### src/hw/rtl/gia_pkg.sv
// Shared types for the generational id allocator: controller states and control/status bundles.
package gia_pkg;

    typedef enum logic [1:0] {
        ST_IDLE,
        ST_ISSUE,
        ST_EXEC
    } gia_state_t;

    localparam logic CMD_ALLOC   = 1'b0;
    localparam logic CMD_RELEASE = 1'b1;

    typedef struct packed {
        logic load;     // capture the request
        logic rd_en;    // read the id table
        logic commit;   // decide, write back and present the result
    } gia_ctl_t;

    typedef struct packed {
        logic need_read;  // the request needs a table entry before it can finish
    } gia_sts_t;

endpackage

### src/hw/rtl/gia_ctrl.sv
// Controller state machine for the generational id allocator.
module gia_ctrl
(
    input  logic              clk,
    input  logic              rst_n,
    input  logic              start,
    input  gia_pkg::gia_sts_t sts,
    output logic              busy,
    output gia_pkg::gia_ctl_t ctl
);
    import gia_pkg::*;

    gia_state_t state_reg;
    gia_state_t state_next;

    always_ff @(posedge clk or negedge rst_n)
    begin
        if (!rst_n)
        begin
            state_reg <= ST_IDLE;
        end
        else
        begin
            state_reg <= state_next;
        end
    end

    always_comb
    begin
        state_next = state_reg;
        busy       = 1'b1;
        ctl        = '0;
        case (state_reg)
            ST_IDLE:
            begin
                busy = 1'b0;
                if (start)
                begin
                    ctl.load   = 1'b1;
                    state_next = ST_ISSUE;
                end
            end
            ST_ISSUE:
            begin
                // fresh-slot allocates and table-full cases finish without a read
                if (sts.need_read)
                begin
                    ctl.rd_en  = 1'b1;
                    state_next = ST_EXEC;
                end
                else
                begin
                    ctl.commit = 1'b1;
                    state_next = ST_IDLE;
                end
            end
            ST_EXEC:
            begin
                ctl.commit = 1'b1;
                state_next = ST_IDLE;
            end
            default:
            begin
                state_next = ST_IDLE;
            end
        endcase
    end

endmodule

### config.mk
export PLATFORM = sky130hd
export DESIGN_NAME = gia_ctrl
export DESIGN_NICKNAME = d
export VERILOG_FILES = /design/src/hw/rtl/gia_pkg.sv /design/src/hw/rtl/gia_ctrl.sv
export SDC_FILE = /design/constraint.sdc
export NUM_CORES = 1
export LEC_CHECK = 0
export CORE_AREA = 2 2 39 41
export CTS_BUF_LIST = sky130_fd_sc_hd__clkbuf_2
export CTS_CLUSTER_SIZE = 8
export DETAILED_ROUTE_END_ITERATION = 6
export DIE_AREA = 0 0 41 43
export DONT_BUFFER_PORTS = 1
export SLEW_MARGIN = 25
export SYNTH_ARGS = -nofsm -noshare
export SYNTH_HDL_FRONTEND = slang
export SYNTH_SLANG_ARGS = --single-unit
### constraint.sdc
create_clock -name clk -period 3.05 [get_ports clk]
set_input_delay 0.61 -clock clk [delete_from_list [all_inputs] [get_ports clk]]
set_output_delay 0.61 -clock clk [all_outputs]
set_load 0.02 [all_outputs]
## Yosys cells after proc, flatten, opt, wreduce, memory -nomap -nowiden

Index checks and enable logic that the tools add are counted.

- Equality and inequality tests: 3
- Reductions and logical operators: 1
- Muxes and demuxes: 10

Operators with widths:

| operator | count |
|---|---|
| 1-bit two-way mux | 6 |
| 2-bit two-way mux | 2 |
| 2-bit case mux with 2 select lines | 1 |
| 2-bit by 1-bit equality test with 1-bit output, second input constant | 1 |
| 2-bit equality test, second input constant | 1 |
| 2-bit zero test | 1 |
| 2-bit inequality test, second input constant | 1 |
| 1-bit case mux with 2 select lines | 1 |

- Output and inout bits: 4
- Bits in registers: 2
- Logic and storage cells: 15
- Input port bits: 4

## Depth between registers and ports, before layout

Gate-level depths: netlist of the first run.

- Depth after elaboration: 2
- Depth in mapped cells: 4
- Depth with buffers taken out: 4

## Worst setup path after synthesis of the first run

OpenSTA, ideal clock, no wires.

- Path type: input -> output
- Start point: input sts
- End point: output ctl[0] (netlist name)
- Required time: 2.440 ns
- Arrival: 0.991 ns
- Buffers on the path: 0
- Stages: 2
- Path slack: 1.449 ns
- Cell sequence: and2b_1 -> o21a_1

RTL lines:

| what | RTL line | text |
|---|---|---|
| from (decl) | gia_ctrl.sv:7 | `input gia_pkg::gia_sts_t sts,` |
| to (decl) | gia_ctrl.sv:9 | `output gia_pkg::gia_ctl_t ctl` |

==> impl_metrics.ini, run 1 <==
[clock_tree]
cts_root_buf = clkbuf_2
cts.sink_count = 2
cts_tree = built
cts_made_buffers = 3
worstSkewPairLatency_ns = 0.19
cts_setup_buffers = 0
hold_buffers = 0
cts_resized = 0
cts_max_path_buffers = 2
ctsHtreeMaxLevel = 1
clk_pin_slew_ns = 0.03

[global_route]
grt_pass1_wl_um = 558
grt_max_degree = 4
overflow = 0
grt_pass1_vias = 150
antenna_found_initial = 0
grt_usage_pct = 5.31

[setup_path]
rr_startpoint = state_reg[1]$_DFFE_PN0P_
worstPathMaxFanout = 3
path_class = reg -> out
critPathCaptureType = primary output
cp-start-kind = flop
crit_required_ns = 2.44
cp-startpoint = state_reg[1]$_DFFE_PN0P_
arrival_ns = 1.22

[die]
rows = 14
start_util_pct = 13.8
dieHeight_um = 43
fp.dieW_um = 41
die_area_sq_um = 1760
core_area_sq_um = 1380
io_pins = 8

[yosys]
syn-num-nets = 25
synth_cell_types = 10
netlist_area_sq_um = 191
synthCells = 17
yosysSeqAreaShare_pct = 26.1
yosysWarningCount = 0
synth_area_per_cell_sq_um = 11.3
synth-seq-cells = 2

[timing]
layout_setup_ws_ns = 1.22
rsz0062_at_grt = false
finalSetupTns_ns = 0
fin_crit_sh_pct = 60.1
finalHoldViolations = 0
slew_headroom_pct = 83.1
tightest_slew_ns = 0.253
post-route-min-period_ns = 1.83
max_freq_mhz = 546
finalSetupViolations = 0
slew_violations = 0
clock_skew_ns = 0.000938

[route]
ant_nets = 0
post_drt_wl_per_cell_um = 9.23
vias = 115
viasPerCell = 3.29
drc_errors = 0
drtIter0Drc = 2
first_pass_iters = 2
totalWireLength_um = 323

[power]
pwr-share-seq_pct = 21.7
power.share.switching_pct = 44.7
p_switching_uw = 106
leakage_uw = 0.000114
power_uw = 237
p_per_area_nw_per_um2 = 1080
p_int_uw = 131
pwr-share-comb_pct = 61.2
power_frac_clock_pct = 17.1
ir_drop_mv = 0.191

[place]
dp_hpwl_um = 282
dp.cells = 32
dp_slack_ns = 1.41
portBuffers = 0
routabilityCongestion = 0.698

[cells_and_area]
utilization_pct = 15.8
synthToLayoutAreaGrowth_pct = 14.4
largest_register_ffs = 2
layout.nets = 29
final_layout_size_suffix_gt1_share_pct = 36.8
stdcell_count = 35
antennaDiodeCount = 0

[run]
timing.max_cap.violations = 0

[worst_hold_path]
holdCritPathClass = in -> async

[run_status]
status = finished clean
## cells in the mapped netlist
| cell type | number | area share (%) |
|---|---|---|
| ha_1 | 4 | 26 |
| inv_1 | 3 | 5.9 |
| dfrtp_1 | 2 | 26 |
| mux2_4 | 2 | 16 |
| and2_1 | 1 | 3.3 |
| and2_2 | 1 | 3.9 |
| and2b_1 | 1 | 3.9 |
| buf_4 | 1 | 3.9 |
| nor2b_4 | 1 | 7.2 |
| o21a_1 | 1 | 3.9 |
## layout by cell type (no fill, tap or decap)
cell	n
nor2b_4	1
and2_1	1
clkbuf_2	3
ha_1	4
and2_2	1
and2b_1	1
dfrtp_1	2
mux2_4	2
inv_1	3
o21a_1	1
## stage by stage
step | hold WS [ns] | cell area [sq um]
after global placement | 0.314 | 204
after global routing | 0.0881 | 219
after floorplan | 0.314 | 191
final | 0.119 | 219
after CTS | 0.104 | 219
after detailed placement | 0.314 | 204
## final timing paths
kind                                       endpoint  slack (ns)  cells past startpoint
hold reg to reg            state_reg[1]$_DFFE_PN0P_        0.55                      1
setup / recovery                             ctl[0]        1.22                      4
setup reg to reg           state_reg[0]$_DFFE_PN0P_        1.74                      4
hold / removal             state_reg[0]$_DFFE_PN0P_        0.12                      0
max in group asynchronous  state_reg[1]$_DFFE_PN0P_        2.86                      0
min in group clk           state_reg[1]$_DFFE_PN0P_        0.55                      1
## area by class of cell
class,instances,area [sq um]
Clock buffer,3,15.0
Multi-Input combinational cell,11,123
Fill cell,154,1160
Tap cell,16,20.0
Sequential cell,2,50.0
Inverter,3,11.3
## cell families (layout without fill, tap and decap cells)
group	count (synthesis)	count (layout)	share of synthesized area (%)
AOI/OAI and AO/OA	1	1	3.92
muxes	2	2	15.7
adders and majority gates	4	4	26.1
DFF	2	2	26.1
and+or+nand+nor	4	4	18.3
buffers and inverters	4	6	9.80
## routing by layer
layer	global-route usage, %	vias to the layer above	wire [um]
li1	-	56	-
met1	5.73	55	135
met2	5.94	4	165
met3	2.09	0	22
met4	8.00	0	0
met5	0	-	0
## power groups by stage
| stage | logic, uW | clock network, uW | registers, uW |
|---|---|---|---|
| 2_1_floorplan | 135 | 0 | 48.3 |
| 3_3_place_gp | 145 | 0 | 52.3 |
| 3_5_place_dp | 148 | 0 | 52.7 |
| 4_1_cts | 149 | 43.2 | 52.2 |
| 5_1_grt | 159 | 46.5 | 54.9 |
| 6_report | 145 | 40.5 | 51.5 |
## critical path, stage by stage, from the launching register on
cell	delay, ns
dfrtp_1	0.36
inv_1	0.09
ha_1	0.19
and2b_1	0.15
o21a_1	0.24
No activity file was read; power rests on OpenSTA's default activity.
==> inputs of run 2 (changes only) <==
==> constraint.sdc (replaced) <==
create_clock -name clk -period 1.7 [get_ports clk]
set_input_delay 0.34 -clock clk [delete_from_list [all_inputs] [get_ports clk]]
set_output_delay 0.34 -clock clk [all_outputs]
set_load 0.02 [all_outputs]
==> run 2 against run 1 <==
  * Die area did not move
  * Critical path depth did not move
  * Cell count rose by 2.9%
  * Clock-buffer cell count did not move
  * Non-clock buffer count rose by 1
  * Sequential share of layout area fell by 1.0 points
  * Clock skew barely moved
  * Wire length rose by 0.93%
  * Critical endpoint unchanged
  * Largest cell class unchanged
==> impl_metrics.ini, run 2 (synthesized netlist as in run 1, its figures left out) <==
[run_status]
status = finished clean

[setup_path]
r2r_slack_ns = 0.40
worstPathMaxFanout = 3
path_class = reg -> out
arrival_ns = 1.22
cp-start-kind = flop
critPathCaptureType = primary output
crit_required_ns = 1.36

[timing]
fin_crit_sh_pct = 92.0
clock_skew_ns = 0.000907
slew_violations = 0
slew_headroom_pct = 83.8
finalHoldViolations = 0
finalSetupViolations = 0
finalSetupTns_ns = 0
tightest_slew_ns = 0.243
rsz0062_at_grt = false
post-route-min-period_ns = 1.56
max_freq_mhz = 639
whs_ns = 0.383

[die]
io_pins = 8
rows = 14
fp.dieW_um = 41
dieHeight_um = 43
core_area_sq_um = 1380
die_area_sq_um = 1760
start_util_pct = 13.8

[cells_and_area]
antennaDiodeCount = 0
utilization_pct = 16.5
final_layout_size_suffix_gt1_share_pct = 35.0
layout.nets = 30
synthToLayoutAreaGrowth_pct = 19.6
stdcell_count = 36
largest_register_ffs = 2
final_cell_mix = ha_1, inv_1, clkbuf_2
mostFrequentLayoutCell = ha_1

[worst_hold_path]
holdCritPathClass = in -> async

[clock_tree]
ctsHtreeMaxLevel = 1
cts.sink_count = 2
cts_resized = 0
cts_max_path_buffers = 2
cts_made_buffers = 3
worstSkewPairLatency_ns = 0.19
cts_tree = built
cts_root_buf = clkbuf_2
clk_pin_slew_ns = 0.03

[route]
ant_nets = 0
first_pass_iters = 2
viasPerCell = 3.31
vias = 119
drtIter0Drc = 4
drc_errors = 0
post_drt_wl_per_cell_um = 9.06
totalWireLength_um = 326

[global_route]
grt_usage_pct = 4.80
grt_max_degree = 4
antenna_found_initial = 0
grt_pass1_wl_um = 496
grt_pass1_vias = 144
overflow = 0

[power]
p_per_area_nw_per_um2 = 1850
leakage_uw = 0.000118
ir_drop_mv = 0.195

[run]
timing.max_cap.violations = 0

[place]
dp.cells = 32
routabilityCongestion = 0.612
portBuffers = 0
==> run 2: cell count changes in the layout (fill, tap and decap cells not counted) <==
cell           delta
dlygate4sd3_1     +1
==> run 2: final timing paths <==
path	startpoint	to	depth (start not counted)
max	state_reg[1]$_DFFE_PN0P_	ctl[0]	4
min	rst_n	state_reg[0]$_DFFE_PN0P_	1
max reg2reg	state_reg[1]$_DFFE_PN0P_	state_reg[0]$_DFFE_PN0P_	4
min reg2reg	state_reg[1]$_DFFE_PN0P_	state_reg[1]$_DFFE_PN0P_	1
max in group asynchronous	rst_n	state_reg[1]$_DFFE_PN0P_	1
min in group clk	start	state_reg[1]$_DFFE_PN0P_	2
==> run 2: timing repair <==
| item | 4_1_cts | 5_1_grt |
|---|---|---|
| hold buffers | 1 | 0 |
| setup buffers | 0 | 0 |
| hold endpoints to repair | 2 | 0 |
==> run 2: critical path: stages, from the launching register on <==
cell,delay (ns)
dfrtp_1,0.36
inv_1,0.09
ha_1,0.19
and2b_1,0.15
o21a_1,0.24
==> run 2: report_power, final <==
group,switching [uW],internal [uW]
clock network,26.9,46.8
logic,141,116
registers,20.4,72.1
total,189,235
==> run 2: metrics by stage <==
stage	area [sq um]	setup slack (ns)	total power (uW)
3_5_place_dp	204	0.324	356
3_3_place_gp	204	0.354	358
2_1_floorplan	191	0.404	329
4_1_cts	229	0.103	439
5_1_grt	229	0.0535	469
6_report	229	0.135	423
==> run 2: layout make-up <==
class	count	area (sq um)
flip-flops and latches	2	50.0
well taps	16	20.0
clock buffers	3	15.0
inverters	3	11.3
fillers	161	1150
repair buffers	1	10.0
multi-input cells	11	123
==> run 2: routing by layer <==
metal,up-vias,GRT usage (%),wire (um)
met5,-,0,0
met3,0,5.24,45
met1,58,2.86,121
li1,57,-,-
met4,0,6.00,0
met2,4,6.25,159
==> inputs of run 3 (changes only) <==
--- a/config.mk
+++ b/config.mk
@@ -5,6 +5,7 @@
 export SDC_FILE = /design/constraint.sdc
 export NUM_CORES = 1
 export LEC_CHECK = 0
+export ABC_AREA = 1
 export CORE_AREA = 2 2 39 41
 export CTS_BUF_LIST = sky130_fd_sc_hd__clkbuf_2
 export CTS_CLUSTER_SIZE = 8
==> run 3 against run 2 <==
  * Wire length rose by 7.4%
  * Synthesized area fell by 0.65%
  * Final area rose by 7.6%
  * Die area did not move
  * Worst hold slack got worse by 0.077 ns
  * Clock power fell by 1%
  * Clock-buffer cell count did not move
  * Combinational power rose by 9.7%
  * Register-to-register slack improved by 0.21 ns
  * Clock skew rose by 0.0017 ns
  * Core utilization rose by 1.3 points
  * Cell count rose by 36%
==> impl_metrics.ini, run 3 <==
[timing]
max_freq_mhz = 655
rsz0062_at_grt = false
finalHoldViolations = 0
post-route-min-period_ns = 1.53
slew_violations = 0
finalSetupTns_ns = 0
finalSetupViolations = 0
tightest_slew_ns = 0.210
clock_skew_ns = 0.00261
slew_headroom_pct = 86.0
fin_crit_sh_pct = 89.9

[yosys]
yosysSeqAreaShare_pct = 26.3
yosysWarningCount = 0
synth_top_area_share_pct = 26.3
synth_cell_types = 8
ys_async_sr_fraction_pct = 100
netlist_area_sq_um = 190
syn-num-nets = 36
yosysTopAreaCell = dfrtp_1
synthCells = 28
ys.flop_type = dfrtp_1
synth_most_common_cell = nand2_1
synthSimpleGateAreaFrac_pct = 23.0
synth-seq-cells = 2
synthMuxAreaShare_pct = 0
yosys.area_share.adder_pct = 26.3
synth.area.top_cells = dfrtp_1, ha_1, nand2_1
synth_top_family_by_area = adder cells
synth_area_per_cell_sq_um = 6.79
synthTopCellsByCount = nand2_1, inv_1, ha_1, dfrtp_1
synth_edf_count = 0
synthXorXnorAreaFrac_pct = 0
synth_compound_gate_area_share_pct = 2.63

[place]
dp.cells = 44
dp_hpwl_um = 291
portBuffers = 0
routabilityCongestion = 0.550

[route]
viasPerCell = 3.29
totalWireLength_um = 350
drc_errors = 0
drtIter0Drc = 4
post_drt_wl_per_cell_um = 7.14
ant_nets = 0
vias = 161
first_pass_iters = 2

[die]
start_util_pct = 13.7
rows = 14
fp.dieW_um = 41
dieHeight_um = 43
core_area_sq_um = 1380
die_area_sq_um = 1760
io_pins = 8

[cells_and_area]
mostFrequentLayoutCell = nand2_1
final_cell_mix = nand2_1, inv_1, ha_1
final_layout_size_suffix_gt1_share_pct = 24.2
antennaDiodeCount = 0
fill_cells = 161
largest_register_ffs = 2
layout.nets = 43
stdcell_count = 49
synthToLayoutAreaGrowth_pct = 29.6

[global_route]
overflow = 0
grt_pass1_wl_um = 572
grt_max_degree = 4
grt_pass1_vias = 159
grt_usage_pct = 5.62
antenna_found_initial = 0

[power]
ir_drop_mv = 0.336
p_per_area_nw_per_um2 = 1790
leakage_uw = 0.000153

[clock_tree]
cts_made_buffers = 3
worstSkewPairLatency_ns = 0.19
ctsHtreeMaxLevel = 1
clk_pin_slew_ns = 0.03
cts_root_buf = clkbuf_2
cts_tree = built
cts_max_path_buffers = 2
cts.sink_count = 2

[setup_path]
arrival_ns = 1.19
worstPathMaxFanout = 3
cp-start-kind = flop
crit_required_ns = 1.36
path_class = reg -> out
critPathCaptureType = primary output

[worst_hold_path]
holdCritPathClass = in -> reg

[run_status]
status = finished clean

[run]
timing.max_cap.violations = 0
[run 3: worst max-delay path, cell delays in order (launching register included)]
cell and delay [ns]:
dfrtp_1 0.35, inv_1 0.08, ha_1 0.28, inv_1 0.05, a21oi_2 0.09, buf_4 0.14
[run 3: final timing paths]
path	start	end	slack [ns]	depth (start not counted)
hold / removal	start	state_reg[0]$_DFFE_PN0P_	0.31	3
max in group asynchronous	rst_n	state_reg[0]$_DFFE_PN0P_	1.19	1
setup / recovery	state_reg[0]$_DFFE_PN0P_	ctl[0]	0.17	5
min in group asynchronous	rst_n	state_reg[1]$_DFFE_PN0P_	0.38	1
hold reg to reg	state_reg[0]$_DFFE_PN0P_	state_reg[0]$_DFFE_PN0P_	0.50	2
setup reg to reg	state_reg[1]$_DFFE_PN0P_	state_reg[1]$_DFFE_PN0P_	0.61	6
[run 3: what timing repair did]
action,CTS,global route
hold endpoints to repair,2,0
setup buffers,0,1
endpoints found under the setup margin,0,1
resized for setup,0,1
hold buffers,1,0
[run 3: routing by layer]
layer / routed length [um] / GRT usage, % / vias up
met5: 0 / 0 / -
met4: 0 / 6.00 / 0
met3: 40 / 6.28 / 0
met2: 144 / 6.25 / 6
met1: 165 / 4.81 / 69
li1: - / - / 86
[run 3: layout make-up]
class / count / area (sq um) / area share (%)
Timing Repair Buffer: 3 / 25.0 / 10.2
Clock buffer: 3 / 15.0 / 6.09
Tap cell: 16 / 20.0 / 8.12
Multi-Input combinational cell: 16 / 103 / 41.6
Sequential cell: 2 / 50.0 / 20.3
Inverter: 9 / 33.8 / 13.7
[run 3: cell families after synthesis]
kind of cell / Yosys count
buf+inv: 10
compound gates: 1
simple gates: 11
flops: 2
fa+ha+maj: 4
[run 3: where the power goes]
group,internal (uW),switching (uW)
Sequential,71.2,16.1
Combinational,96.0,186
Clock,46.8,26.2
Total,214,228
[run 3: per-stage QoR]
step           power [uW]  instance area [sq um]  worst slack (ns)  utilization [%]  hold slack (ns)
3_3_place_gp          337                    210             0.360             15.2           0.0445
2_1_floorplan         301                    190             0.310                -           0.0444
5_1_grt               500                    246            0.0440             17.8            0.302
3_5_place_dp          349                    210             0.341             15.2           0.0445
4_1_cts               432                    235             0.123             17.0            0.287
6_report              442                    246             0.172             17.8            0.306
